[config.mk]
export PLATFORM = sky130hd
export DESIGN_NAME = kmc_ram
export DESIGN_NICKNAME = d
export VERILOG_FILES = /design/src/rtl/core/kmc_ram.sv
export SDC_FILE = /design/constraint.sdc
export NUM_CORES = 1
export LEC_CHECK = 0
export BUFFER_PORTS_ARGS = -buffer_cell sky130_fd_sc_hd__buf_2
export CORE_AREA = 2 2 115 117
export CTS_BUF_LIST = sky130_fd_sc_hd__clkbuf_8
export CTS_CLUSTER_SIZE = 40
export DETAILED_ROUTE_END_ITERATION = 10
export DIE_AREA = 0 0 117 119
export GPL_TIMING_DRIVEN = 0
export PLACE_DENSITY = 0.63
export RECOVER_POWER = 25
export SLEW_MARGIN = 15
export SYNTH_ARGS = -nofsm -noshare
export SYNTH_HDL_FRONTEND = slang
export SYNTH_SLANG_ARGS = --single-unit
[constraint.sdc]
create_clock -name clk -period 2.5 [get_ports clk]
set_input_delay 0 -clock clk [delete_from_list [all_inputs] [get_ports clk]]
set_output_delay 0 -clock clk [all_outputs]
set_load 0.02 [all_outputs]
[src/rtl/core/kmc_ram.sv]
// Generic single-port-write, single-port-read RAM with registered read data.
module kmc_ram #(
  parameter int W = 8,
  parameter int D = 16
) (
  input  logic                                 clk,
  input  logic                                 we,
  input  logic [((D > 1) ? $clog2(D) : 1)-1:0] waddr,
  input  logic [W-1:0]                         wdata,
  input  logic                                 re,
  input  logic [((D > 1) ? $clog2(D) : 1)-1:0] raddr,
  output logic [W-1:0]                         rdata
);
  logic [W-1:0] mem [D];

  // Write port and registered read port; read data holds while re is low.
  always_ff @(posedge clk) begin
    if (we) begin
      mem[waddr] <= wdata;
    end
    if (re) begin
      rdata <= mem[raddr];
    end
  end
endmodule

# After elaboration in Yosys (flattened, before gate mapping)
# Memory sizes are Yosys's and may differ from the RTL's. A register that Yosys moved wholly into a read port is not among the register bits.
# Cells that the tools add are included.
dict set report totals {
  ff_bits 0
  ramBits 128
  inputBits 19
  output_inout_bits 8
  wordCells 3
  memories 1
}
dict set report op_classes {
  mux 2
}
# memory words word_bits read_ports rd_ports_with_merged_regs wr line
set mem_list {}
lappend mem_list {mem 16 8 1 1 1 14} ;# logic [W-1:0] mem [D];
# cell n
set ops {}
lappend ops {{$mux W1} 2}

# Depth between registers and ports, before layout
dict set report logic_depth {
  ltp_word 2
  depth_mapped 5
  mapped_depth_nobuf 3
}

# Worst setup path after synthesis
# Ideal clock, no wire load.
dict set report synth_timing {
  kind {input -> register}
  startpoint {input waddr[2] in the netlist's numbering}
  endpoint {memory mem[0][0], enable pin}
  setup_time_ns 0.383
  arrival_time_ns 1.110
  required_time_ns 2.117
  path_slack_ns 1.007
  stages 2
  n_path_buf 0
  cell_sequence {or3b_2 nor3_1}
}
# element line
set synth_rtl {}
lappend synth_rtl {{start, declared} 8} ;# input logic [((D > 1) ? $clog2(D) : 1)-1:0] waddr,
lappend synth_rtl {{end, declared} 14}
# No word-level cell before the write port.

==> reports/metrics.csv <==
stage,metric,value,unit
synthesis,Mapped Area,5230,um^2
synthesis,"Async S/R FF share, synth",0,
hold_path,hold wc startpoint,waddr[0],
floorplan,core area,12900,um^2
sta,Slew Limit Fails,0,
sta,f_max,662,MHz
sta,Rel. slew slack,0.424,
pwr,worst vdd ir,260,uV
synthesis,post-synth net total,248,
grt,initial antenna violation count,0,
pwr,combinational power share,0.059,
setup_path,r2r endpoint,rdata[7],
grt,vias in the first global route,2412,
floorplan,Die Height,119,um
synthesis,synth top area cells,"edfxtp_1 78%, mux4_2 7.8%, mux4_1 7.0%",
hold_path,Hold WC Path Type,in -> reg,
synthesis,synth cell count leaders,"136 x edfxtp_1, 18 x mux4_2, 16 x a22oi_1",
floorplan,Die X-Extent,117,um
setup_path,Critical Path RT,2660,ps
setup_path,Critical Path AT,1670,ps
synthesis,Mapped Cells,229,
floorplan,die footprint,13900,um^2
placement,hpwl dp,6320,um
route,1st-pass router iterations,4,
route,Antenna Nets Post-Route,0,
sta,Final min period,1510,ps
run_status,status,"finished, final reports clean",
pwr,Seq pwr share,0.573,
route,routed vias/inst,5.13,
synthesis,"Avg Cell Area, Syn",22.8,um^2
setup_path,flop2flop setup slack,990,ps
sta,endpoints failing hold,0,
pwr,P per Cell Area,744,nW/um^2
sta,Slew @ Worst Pin,860,ps
grt,first-pass GRT wire length,14700,um
grt,largest net degree at the start of global routing,17,
synthesis,area share of the largest cell type after synthesis,0.781,
route,DR WL/cell,20.8,um
floorplan,Ports,27,
setup_path,RR Startpoint,mem[10][7],
synthesis,Synth area leader,edfxtp_1,
synthesis,sequential cell area fraction in the yosys report,0.781,
sta,Tcrit/Tclk final,0.604,
synthesis,"EDFF count, synth",136,
pwr,Switching Fraction,0.212,
setup_path,"Max FO, Critical Path",1,
setup_path,Reg2Reg Depth,3,
sta,worst hold margin,94.7,ps
setup_path,endpoint class of the critical path,flip-flop,
clocking,CTS Sinks,136,
synthesis,top-count cell post-synth,edfxtp_1,
route,Routed WL,9780,um
pwr,leakage power,1.97,nW
floorplan,Starting Density,0.406,
clocking,CTS H-tree depth,4,
pwr,net switching power,955,uW
route,DRT iter0 DRCs,148,
floorplan,std cell rows,42,
clocking,CTS root buf,clkbuf_8,
grt,remaining global-route overflow,0,
final_layout,share of cells above drive strength 1,0.278,
final_layout,Ant. Diodes,0,
clocking,"Clk Latency, worst-skew pair",430,ps
clocking,post-CTS setup buffer count,0,
clocking,CTS buffer count,17,
synthesis,Post-synth top flop,edfxtp_1,
placement,Port Buffer Count,25,
final_layout,layout overhead on the synthesized area,15.7,%
sta,RSZ-0062 raised after global routing,no,
sta,Worst Skew,9.97,ps
route,via count,2417,
pwr,Clk pwr share,0.368,
placement,routability cong.,0.725,
setup_path,CP Launch Type,flip-flop,
final_layout,nets@finish,301,
synthesis,number of synthesized register bits,136,
sta,Setup Viol. Count Final,0,
clocking,CTS resizes,0,
clocking,CTS tree,done,
synthesis,Synth cell types,18,
sta,Sum Neg Setup Slack,0,ps
pwr,Int Power,3.54,mW
hold_path,Worst Hold Path Cells,2,
route,drt drc,0,
clocking,"Clk pin slew, worst setup/hold paths",80,ps
hold_path,hold path endpoint,mem[0][1],
job,max-cap viol count,0,
grt,All-Layer GR Usage,0.154,
synthesis,synth warn,0,
clocking,Max clock buf depth,2,
setup_path,CP Class,reg -> reg,
==> sequential cells by signal, indices dropped and copies added, names as in the netlist <==
name   flops
mem      128
rdata      8
==> power by group through the flow <==
| stage | Combinational [mW] | Clock [mW] | Sequential (mW) |
|---|---|---|---|
| floorplan | 0.130 | 0 | 2.64 |
| global placement | 0.251 | 0 | 2.62 |
| detailed placement | 0.258 | 0 | 2.63 |
| global route | 0.288 | 1.78 | 2.58 |
| finish | 0.263 | 1.66 | 2.58 |
| CTS | 0.269 | 1.69 | 2.58 |
==> layer usage <==
layer  track usage  wire [um]  share of wire  up-vias
li1              -          -              -     1088
met1         0.216       4280           0.44     1249
met2         0.234       4770           0.49       73
met3        0.0478        622          0.064        7
met4        0.0419        108          0.011        0
met5             0          0              0        -
==> layout by cell type (no fill, tap or decap), drive strengths merged <==
cell type      synthesis  final
a22oi                 16     16
and2                   1      1
and2b                  1      1
buf                    7     26
bufinv                 0      2
clkbuf                 0     23
clkdlybuf4s25          3      3
clkinv                 0      9
clkinvlp               0      3
dlygate4sd3            0      9
edfxtp               136    136
inv                    0      1
mux4                  32     32
nand2                  9      9
nand2b                 2      2
nand3                  1      1
nand3b                 2      2
nor2                  13     13
nor2b                  1      1
nor3                   4      4
or3b                   1      1
==> worst max-delay path by stage <==
| stage | slack, ps | start | cells after the start | end |
|---|---|---|---|---|
| 4_1_cts | 980 | mem[1][0] | 3 | rdata[0] |
| 6_report | 990 | mem[10][7] | 3 | rdata[7] |
| 3_3_place_gp | 420 | waddr[2] | 3 | mem[0][3] |
| 2_1_floorplan | 1010 | waddr[2] | 2 | mem[0][0] |
| 3_5_place_dp | 790 | waddr[2] | 3 | mem[2][2] |
| 5_1_grt | 920 | mem[10][7] | 3 | rdata[7] |
==> kinds of logic after synthesis <==
kind of cell	share of synthesized area
compound gates	0.0230
flops	0.781
buf+inv	0.0165
mux	0.148
simple gates	0.0314
==> metrics by stage <==
stage / total power, mW / utilization / cell area [um^2] / instances / worst slack (ps)
6_report: 4.50 / 0.470 / 6050 / 471 / 989
5_1_grt: 4.65 / 0.470 / 6050 / 471 / 920
4_1_cts: 4.53 / 0.470 / 6050 / 471 / 983
3_5_place_dp: 2.89 / 0.434 / 5590 / 430 / 788
3_3_place_gp: 2.88 / 0.433 / 5570 / 430 / 424
2_1_floorplan: 2.77 / - / 5230 / 229 / 1010
==> cell type report <==
cell class	instances	area (um^2)
plain buffers	10	86.3
fillers	1042	6830
well taps	176	220
repair buffers	34	208
flip-flops and latches	136	4080
clock inverters	15	138
clock buffers	17	234
multi-input cells	83	1080
==> worst max-delay path: stages (launching register included) <==
cell,delay [ps]
edfxtp_1,380
mux4_2,460
a22oi_1,290
nand2_1,120
==> repair_timing <==
| item | 4_1_cts | 5_1_grt |
|---|---|---|
| endpoints found under the hold margin | 136 | 0 |
| hold buffers | 9 | 0 |
| endpoints found under the setup margin | 0 | 0 |
Power figures use the tool's default switching activity.
