## config.mk

```make
export PLATFORM = sky130hd
export DESIGN_NAME = kmc_div
export DESIGN_NICKNAME = d
export VERILOG_FILES = /design/src/rtl/core/kmc_div.sv
export SDC_FILE = /design/constraint.sdc
export NUM_CORES = 1
export LEC_CHECK = 0
export ABC_AREA = 0
export BUFFER_PORTS_ARGS = -buffer_cell sky130_fd_sc_hd__buf_2
export CORE_MARGIN = 8
export CORE_UTILIZATION = 38
export CTS_CLUSTER_DIAMETER = 100
export DETAILED_ROUTE_END_ITERATION = 16
export PLACE_DENSITY = 0.65
export SETUP_SLACK_MARGIN = 0.4
export SYNTH_ARGS = -nofsm -noshare
export SYNTH_HDL_FRONTEND = slang
export SYNTH_SLANG_ARGS = --single-unit
export TNS_END_PERCENT = 100
```

## constraint.sdc

```tcl
create_clock -name clk -period 5.3 [get_ports clk]
set_input_delay 1.59 -clock clk [delete_from_list [all_inputs] [get_ports clk]]
set_output_delay 1.59 -clock clk [all_outputs]
set_load 0.05 [all_outputs]
```

## src/rtl/core/kmc_div.sv

```systemverilog
// Restoring divider that produces one quotient bit per cycle.
module kmc_div #(
  parameter int NUMW = 22,
  parameter int DENW = 13
) (
  input  logic            clk,
  input  logic            rst_n,
  input  logic            start,
  input  logic [NUMW-1:0] num,
  input  logic [DENW-1:0] den,
  output logic            busy,
  output logic            done,
  output logic [NUMW-1:0] quo
);
  localparam int CNTW = $clog2(NUMW + 1);

  logic            busy_r, busy_nxt;
  logic            done_r, done_nxt;
  logic [CNTW-1:0] cnt_r, cnt_nxt;
  logic [NUMW-1:0] quo_r, quo_nxt;
  logic [DENW-1:0] rem_r, rem_nxt;
  logic [DENW-1:0] den_r, den_nxt;
  logic [DENW:0]   trial;

  // One shift-and-subtract step per cycle, numerator bits enter MSB first.
  always_comb begin
    busy_nxt = busy_r;
    done_nxt = 1'b0;
    cnt_nxt  = cnt_r;
    quo_nxt  = quo_r;
    rem_nxt  = rem_r;
    den_nxt  = den_r;
    trial    = {rem_r, quo_r[NUMW-1]};
    if (busy_r) begin
      if (trial >= {1'b0, den_r}) begin
        rem_nxt = DENW'(trial - {1'b0, den_r});
        quo_nxt = {quo_r[NUMW-2:0], 1'b1};
      end else begin
        rem_nxt = trial[DENW-1:0];
        quo_nxt = {quo_r[NUMW-2:0], 1'b0};
      end
      cnt_nxt = cnt_r - CNTW'(1);
      if (cnt_r == CNTW'(1)) begin
        busy_nxt = 1'b0;
        done_nxt = 1'b1;
      end
    end else if (start) begin
      busy_nxt = 1'b1;
      cnt_nxt  = CNTW'(NUMW);
      quo_nxt  = num;
      rem_nxt  = '0;
      den_nxt  = den;
    end
  end

  always_ff @(posedge clk) begin
    if (!rst_n) begin
      busy_r <= 1'b0;
      done_r <= 1'b0;
      cnt_r  <= '0;
    end else begin
      busy_r <= busy_nxt;
      done_r <= done_nxt;
      cnt_r  <= cnt_nxt;
    end
    quo_r <= quo_nxt;
    rem_r <= rem_nxt;
    den_r <= den_nxt;
  end

  assign busy = busy_r;
  assign done = done_r;
  assign quo  = quo_r;
endmodule

```

# Word level (Yosys, flattened, before mapping)
# Cells that the tools add are included.
# classes
n_bitwise,1
n_reduce_logical,3
addsub,2
muxes,12
magnitude_cmp,1
n_eq_ne,1
# ops
operator,count
two-way mux 22 bit,2
two-way mux 13 bit,3
>= comparator 14 x 13 -> 1 bit,1
subtractor 13 bit,1
two-way mux 5 bit,2
equality test 5 x 1 -> 1 bit (second input constant),1
two-way mux 1 bit,5
subtractor 5 x 1 -> 5 bit (second input constant),1
AND reduction 2 bit,2
nonzero test 2 bit,1
NOT 1 bit,1
# totals
word_cells,26
out_inout_bits,24
reg_bits,55
input_bits,38

# Longest topological paths before layout
# Gate-level depths: netlist of the first run.
# depth
ltp_word,3
ltp_mapped,12
depth_no_buf,11

# Least setup slack after synthesis of the first run
# No wires, ideal clock.
# synth_timing
path_type,register -> register
from,"register quo_r[21], in the netlist quo[21]"
to,"register rem_r[10], data pin"
t_required_ns,5.033
path_slack_ns,2.445
setup_ns,0.267
stages_incl_launch_ff,13
synth_period_minus_slack_ns,2.855
t_arrival_ns,2.588
path_buffers,1
cell_sequence,edfxtp_1 > inv_1 > ha_1 > inv_1 > fa_1 > a21o_1 > a31oi_1 > o21ai_4 > o211ai_2 > a21oi_4 > buf_6 > mux2i_1 > nor2_1
# synth_between
elab_chain_cells,3
elab_cells_between_ends,4
cone_classes,1 x add/sub; 1 x order compare; 2 x mux
# synth_lines
element,line,text
"start, declared",20,"logic [NUMW-1:0] quo_r, quo_nxt;"
"start signal, assigned",66,quo_r <= quo_nxt;
subtractor 13 bit / >= comparator 14 x 13 -> 1 bit (equally long branches),"36, 35",
two-way mux 13 bit *,35,"if (trial >= {1'b0, den_r}) begin"
two-way mux 13 bit *,34,if (busy_r) begin
"end signal, assigned",67,rem_r <= rem_nxt;
"end, declared",21,"logic [DENW-1:0] rem_r, rem_nxt;"
# Every way passes the cells marked *; elsewhere a longest branch is shown, timed or not.
# A chain may end at the register's enable or synchronous reset.

# Worst setup path in the final report of the first run
# layout_timing
from,register rem_r[8]
to,"register rem_r[1], data pin"
# layout_between
elab_chain_cells,3
# layout_lines
element,line
>= comparator 14 x 13 -> 1 bit,35
two-way mux 13 bit,35
two-way mux 13 bit,34
# Every way passes these cells.

==> key figures, run 1 <==
Floorplanning
  – Die H: 103 µm
  – Core region area: around 7300 µm²
  – Initial Util: 0.393
  – Die Span X: 103 µm
  – Die ar.: ~11000 µm²
  – IO Count: between 60 and 70
  – # rows: 31

Synthesis
  – Post-synth EDFFs: 48
  – Syn avg cell area: roughly 13 µm²
  – Synth cell types: 50
  – Register area share after synthesis: 0.551
  – Async SR Flop Fraction: 0
  – Top-area cell type share of the netlist area: 0.503
  – Largest area contributor in the netlist: edfxtp_1
  – Top-count cell post-synth: edfxtp_1
  – Primary FF master, synth: edfxtp_1
  – Yosys Warn Count: 0
  – Cells after Synth: ~230
  – Top cells by count, synth: 48 x edfxtp_1, 25 x inv_1, 21 x mux2_2
  – Synth top area cells: edfxtp_1 50%, mux2_2 8.2%, ha_1 6.5%
  – Syn nets: ~280
  – #FFs+latches synth: 55
  – Syn Std Cell Area: roughly 2900 µm²

Routing
  – Initial DRC count: 73
  – M1 wire length: around 2.7 mm
  – Drt drc: 0
  – Final WL: approximately 5.7 mm
  – Max Used Layer: met4
  – WL/cell: ~15 µm
  – TritonRoute pass-1 iters: 5
  – Via count: between 1500 and 2000
  – Met3 WL: around 520 µm
  – Antenna-violating nets left: 0
  – Via/cell ratio: slightly below 5
  – WL met2: 2.41 mm

STA
  – Fin. max-slew vios: 0
  – RSZ-0062 raised after global routing: no
  – Setup_tns: 0 ns
  – Fmax: between 0.3 and 0.4 GHz
  – Relative slew slack: 0.419
  – Period Utilization, post-route: 0.520
  – Final hold vios: 0
  – Skew final: roughly 0.010 ns
  – Min cycle time layout: between 2 and 3 ns
  – Final setup fails: 0
  – Pin slew with the least headroom to its limit: 0.849 ns

Power
  – Peak VDD IR: roughly 0.17 mV
  – LEAKAGE: 1.43 nW
  – Pwr dens: between 300 and 400 nW/µm²
  – Power Total: 0.00120 W

CTS
  – Skew-Pair Late Insertion Delay: approximately 0.31 ns
  – Post-CTS sizing: 0
  – Post-CTS Setup Bufs: 0
  – CTS tree: done
  – CTS sink count: 55
  – TritonCTS Buffers: 5
  – Reg clk slew, reported paths: about 0.11 ns
  – H-tree depth: 2
  – Hold Buf Count CTS: 0
  – CTS max path bufs: 2
  – Root buf cell: clkbuf_8

Worst setup path
  – CP required: roughly 5.4 ns
  – Worst-path fanout max: 18
  – Critical path type: reg -> reg
  – Startpoint types: flip-flop
  – Nature of the critical path endpoint: flip-flop
  – Critical Path AT: about 2.8 ns

Cells and area
  – # fillers: just under 700
  – Nets: approximately 350
  – Inserted Diodes: 0
  – Layout cells sized above 1: 0.358
  – Layout area overhead: 18.2%

Placement
  – DP HPWL: about 4.2 mm
  – Routability cong.: between 0.8 and 0.9
  – Port bufs: 61

Job
  – MaxCap Viol Count: 0

Global routing
  – Overall routing resource usage: 0.114
  – Largest net degree at the start of global routing: 39
  – Initial antenna violation count: 0
  – First-pass GRT wire length: approximately 9.4 mm
  – Vias in the first global route: 2046
  – GRT overflow: 0

Run status
  – Run status: finished, final reports clean

Worst hold path
  – Hold Crit Class: reg -> reg
flip-flops by register name, summed over array words and instances (netlist names):
signal,flops
busy,1
done,1
rem_r,13
den_r,13
cnt_r,5
quo,22
critical path: stages (launching register included):
cell and delay (ns):
edfxtp_1 0.43, ha_1 0.45, nand4_1 0.16, or2_4 0.28, nor3_2 0.19, o211ai_2 0.11
a21oi_4 0.56, mux2i_1 0.27, nor2_1 0.06
worst paths after layout:
path,from,endpoint,slack (ns),depth (start not counted)
max,rem_r[8],rem_r[1],2.54,8
min,cnt_r[3],cnt_r[3],0.50,1
max reg2reg,rem_r[8],rem_r[1],2.54,8
min reg2reg,cnt_r[3],cnt_r[3],0.50,1
cells by family after synthesis:
kind of cell,count (synthesis),share of synthesized area
flops,55,0.551
simple gates,48,0.0860
xor+xnor,8,0.0244
mux,31,0.117
compound gates,38,0.101
buf+inv,32,0.0471
fa+ha+maj,16,0.0724
placed cells by master, fill, tap and decap left out, drive strengths merged, types with 2 or more instances in the layout:
| cell | n |
|---|---|
| a211oi | 3 |
| a21o | 3 |
| a21oi | 11 |
| a311oi | 2 |
| buf | 64 |
| clkbuf | 6 |
| dfxtp | 7 |
| edfxtp | 48 |
| ha | 15 |
| inv | 26 |
| mux2 | 21 |
| mux2i | 10 |
| nand2 | 9 |
| nand2b | 2 |
| nand3 | 2 |
| nand4 | 2 |
| nand4b | 3 |
| nor2 | 19 |
| nor3 | 4 |
| o211ai | 2 |
| o21ai | 6 |
| o22ai | 2 |
| or2 | 2 |
| or3 | 2 |
| xnor2 | 5 |
| xor2 | 3 |
cell type report:
class,count,area (µm²),area share
repair buffers,64,328,0.0967
flip-flops and latches,55,1580,0.467
clock buffers,6,93.8,0.0277
multi-input cells,141,1150,0.340
well taps,99,124,0.0365
inverters,25,93.8,0.0277
clock inverters,2,17.5,0.00517
per-layer routing:
metal,GRT usage,vias up
li1,-,957
met1,0.139,867
met2,0.171,61
met3,0.0540,8
met4,0.0412,0
met5,0,-
stage by stage:
stage	instances	hold slack, ns	setup WS, ns	area [µm²]	utilization
after floorplan	228	0.450	2.44	2870	-
after global placement	384	0.469	2.52	3280	0.450
after detailed placement	384	0.486	2.42	3280	0.450
after CTS	392	0.505	2.51	3390	0.465
after global routing	392	0.531	2.35	3390	0.465
final	392	0.501	2.54	3390	0.465
report_power, final:
| group | switching, W | leakage [nW] | internal (W) |
|---|---|---|---|
| clock network | 0.000142 | 0.0569 | 0.000125 |
| logic | 0.000234 | 0.831 | 0.000145 |
| registers | 0.0000266 | 0.543 | 0.000530 |
| total | 0.000402 | 1.43 | 0.000800 |
Note: power is estimated with default switching activity, not from simulation.
==> run 2, diff against run 1 <==
- ABC_AREA: 0 -> 1
- PLACE_DENSITY: 0.65 -> 0.67
- clock period: 5.3 -> 2.4 ns (I/O delays scaled with it)
==> key figures, run 2 <==
Run status
  – Run status: finished, final reports clean (unchanged)

Routing
  – WL/cell: 13.2 µm (was 14.6 µm)
  – Via/cell ratio: 4.68 (was 4.83)
  – Drt drc: 0 (unchanged)
  – Initial DRC count: 177 (was 73)
  – TritonRoute pass-1 iters: 4 (was 5)
  – Via count: 2721 (was 1893)
  – Final WL: 7.69 mm (was 5.73 mm)
  – Antenna-violating nets left: 0 (unchanged)

Worst setup path
  – Slowest Stage Delay on Critical Path: 0.45 ns (was 0.56 ns)
  – Startpoint types: flip-flop (unchanged)
  – Slowest-stage cell, CP: edfxtp_1 (was a21oi_4)
  – CP most frequent cell: nor2_1
  – Critical path type: reg -> reg (unchanged)
  – Crit path cell chain: ha_4 > nand2_1 > nor2_1 > and2_4 > nand2_8 > nand3_4 > inv_4 > nor2_1 > nor2_1 (was ha_1 > nand4_1 > or2_4 > nor3_2 > o211ai_2 > a21oi_4 > mux2i_1 > nor2_1)
  – Reg2reg start: rem_r[7] (was rem_r[8])
  – Critical Path Source: rem_r[7] (was rem_r[8])
  – Critical Path AT: 2.14 ns (was 2.80 ns)
  – Worst Path Buf+Inv: 1 (was 0)
  – CP delay by family, top: simple AND/OR/NAND/NOR gates (unchanged)
  – Worst-path fanout max: 8 (was 18)
  – CP required: 2.48 ns (was 5.35 ns)
  – Nature of the critical path endpoint: flip-flop (unchanged)

Floorplanning
  – # rows: 33 (was 31)
  – Die ar.: 11600 µm² (was 10600 µm²)
  – Initial Util: 0.391 (was 0.393)
  – Die H: 108 µm (was 103 µm)
  – IO Count: 62 (unchanged)
  – Die Span X: 108 µm (was 103 µm)
  – Core region area: 8180 µm² (was 7290 µm²)

Cells and area
  – Layout cells sized above 1: 0.243 (was 0.358)
  – Sequential cell area: 1580 µm² (unchanged)
  – Largest register FFs: 22 (unchanged)
  – Area of the multi-input gates: 1520 µm² (was 1150 µm²)
  – Layout area overhead: 25.0% (was 18.2%)
  – Most common cell after layout, fill and taps aside: nand2_1 (was buf_2)
  – Nets: 530 (was 346)
  – Cell area after layout: 4000 µm² (was 3390 µm²)
  – Leading cell types in the layout, fill and taps excluded: 157 x nand2_1, 63 x inv_1, 61 x buf_2 (was 61 x buf_2, 48 x edfxtp_1, 25 x inv_1)
  – # fillers: 780 (was 692)
  – Inserted Diodes: 0 (unchanged)

STA
  – Final setup fails: 0 (unchanged)
  – Skew final: 0.00782 ns (was 0.0104 ns)
  – Final hold vios: 0 (unchanged)
  – Pin slew with the least headroom to its limit: 0.738 ns (was 0.849 ns)
  – Fin. max-slew vios: 0 (unchanged)
  – Period Utilization, post-route: 0.856 (was 0.520)
  – Setup_tns: 0 ns (unchanged)
  – RSZ-0062 raised after global routing: yes (was no)
  – Min cycle time layout: 2.05 ns (was 2.76 ns)
  – Relative slew slack: 0.507 (was 0.419)
  – Fmax: 0.487 GHz (was 0.363 GHz)

Global routing
  – First-pass GRT wire length: 12.5 mm (was 9.44 mm)
  – GRT overflow: 0 (unchanged)
  – Vias in the first global route: 2728 (was 2046)
  – Initial antenna violation count: 0 (unchanged)
  – Largest net degree at the start of global routing: 43 (was 39)
  – Overall routing resource usage: 0.132 (was 0.114)

CTS
  – Skew-Pair Late Insertion Delay: 0.32 ns (was 0.31 ns)
  – CTS tree: done (unchanged)
  – CTS sink count: 55 (unchanged)
  – Reg clk slew, reported paths: 0.11 ns (about the same)
  – TritonCTS Buffers: 5 (unchanged)
  – H-tree depth: 2 (unchanged)
  – Hold Buf Count CTS: 0 (unchanged)
  – Root buf cell: clkbuf_8 (unchanged)
  – CTS max path bufs: 2 (unchanged)

Synthesis
  – Syn nets: 456 (was 282)
  – Syn Std Cell Area: 3200 µm² (was 2870 µm²)
  – Synth cell types: 29 (was 50)
  – Top-area cell type share of the netlist area: 0.450 (was 0.503)
  – Cells after Synth: 402 (was 228)
  – Synth top area cells: edfxtp_1 45%, nand2_1 19%, inv_1 7.7% (was edfxtp_1 50%, mux2_2 8.2%, ha_1 6.5%)
  – Top cells by count, synth: 160 x nand2_1, 66 x inv_1, 48 x edfxtp_1 (was 48 x edfxtp_1, 25 x inv_1, 21 x mux2_2)
  – Yosys Warn Count: 0 (unchanged)
  – Async SR Flop Fraction: 0 (unchanged)
  – Largest area contributor in the netlist: edfxtp_1 (unchanged)
  – Post-synth EDFFs: 48 (unchanged)
  – #FFs+latches synth: 55 (unchanged)
  – Primary FF master, synth: edfxtp_1 (unchanged)
  – Syn avg cell area: 7.96 µm² (was 12.6 µm²)
  – Top-count cell post-synth: nand2_1 (was edfxtp_1)
  – Register area share after synthesis: 0.494 (was 0.551)

Worst hold path
  – Worst Min Path Start: cnt_r[3] (unchanged)
  – Hold Crit Class: reg -> reg (unchanged)

Placement
  – Port bufs: 61 (unchanged)
  – Routability cong.: 0.813 (was 0.818)
  – DP HPWL: 5.28 mm (was 4.21 mm)
  – Placed Area: 3640 µm² (was 3280 µm²)

Job
  – MaxCap Viol Count: 0 (unchanged)

Power
  – Peak VDD IR: 0.398 mV (was 0.167 mV)
  – Pwr dens: 713 nW/µm² (was 355 nW/µm²)
  – LEAKAGE: 1.99 nW (was 1.43 nW)
==> run 2: changes by cell type after synthesis, moves of 3 or more <==
cell      delta
mux2_2      -21
nand4_1      +8
nand2_1    +152
nand3_1      +8
nor2_1      +23
inv_1       +41
nand4b_1     -3
mux2i_1     -10
xor2_1       -3
a21o_1       -3
==> run 2: what timing repair did <==
action / in CTS / in global routing
gates resized for setup: 3 / 22
endpoints found under the hold margin: 0 / 0
pin swaps: 2 / 10
cloned: 2 / 1
setup endpoints to repair: 14 / 14
buffers inserted: 1 / 7
==> run 2: per-layer routing <==
layer	track usage	part of all wire
met1	0.161	0.47
met2	0.220	0.46
met3	0.0413	0.066
met4	0.0317	0.0096
met5	0	0
==> run 2: final timing paths <==
check	cells after the start	end	slack (ns)
min reg2reg	2	cnt_r[3]	0.50
max	9	rem_r[11]	0.35
max reg2reg	9	rem_r[11]	0.35
min	2	cnt_r[3]	0.50
==> run 2: cells by family (layout without fill, tap and decap cells) <==
family / count (synthesis) / in the layout / synth area share
xor gates and xnor gates: 4 / 4 / 0.0109
AOI/OAI and AO/OA: 17 / 17 / 0.0321
buffers and inverters: 76 / 148 / 0.0919
adders and majority gates: 16 / 16 / 0.0649
and+or+nand+nor: 234 / 237 / 0.306
DFF: 55 / 55 / 0.494
==> run 2: final cells by class <==
class                           count  share of cell area
Clock buffer                        5              0.0172
Clock inverter                      3             0.00563
Inverter                           68              0.0654
Multi-Input combinational cell    274               0.380
Sequential cell                    55               0.395
Tap cell                          105              0.0328
Timing Repair Buffer               72               0.103
==> run 2: metrics by stage <==
stage	worst slack [ns]	total power, W	util	std cells	hold WS [ns]
6_report	0.347	0.00285	0.489	582	0.501
5_1_grt	0.276	0.00303	0.489	582	0.544
4_1_cts	0.387	0.00275	0.464	574	0.503
3_5_place_dp	0.254	0.00216	0.446	563	0.489
3_3_place_gp	0.325	0.00215	0.446	563	0.471
2_1_floorplan	0.193	0.00195	-	402	0.458
==> run 2: worst reg2reg max path, stage by stage (launching register included) <==
cell and delay, ns:
edfxtp_1 0.45, ha_4 0.32, nand2_1 0.08, nor2_1 0.30
and2_4 0.25, nand2_8 0.09, nand3_4 0.13, inv_4 0.06
nor2_1 0.10, nor2_1 0.04
==> run 2: report_power, final <==
| part | internal [W] | switching [W] | leakage [nW] |
|---|---|---|---|
| clock network | 0.000212 | 0.000338 | 0.0489 |
| registers | 0.00117 | 0.0000634 | 0.544 |
| logic | 0.000374 | 0.000691 | 1.39 |
| total | 0.00176 | 0.00109 | 1.99 |
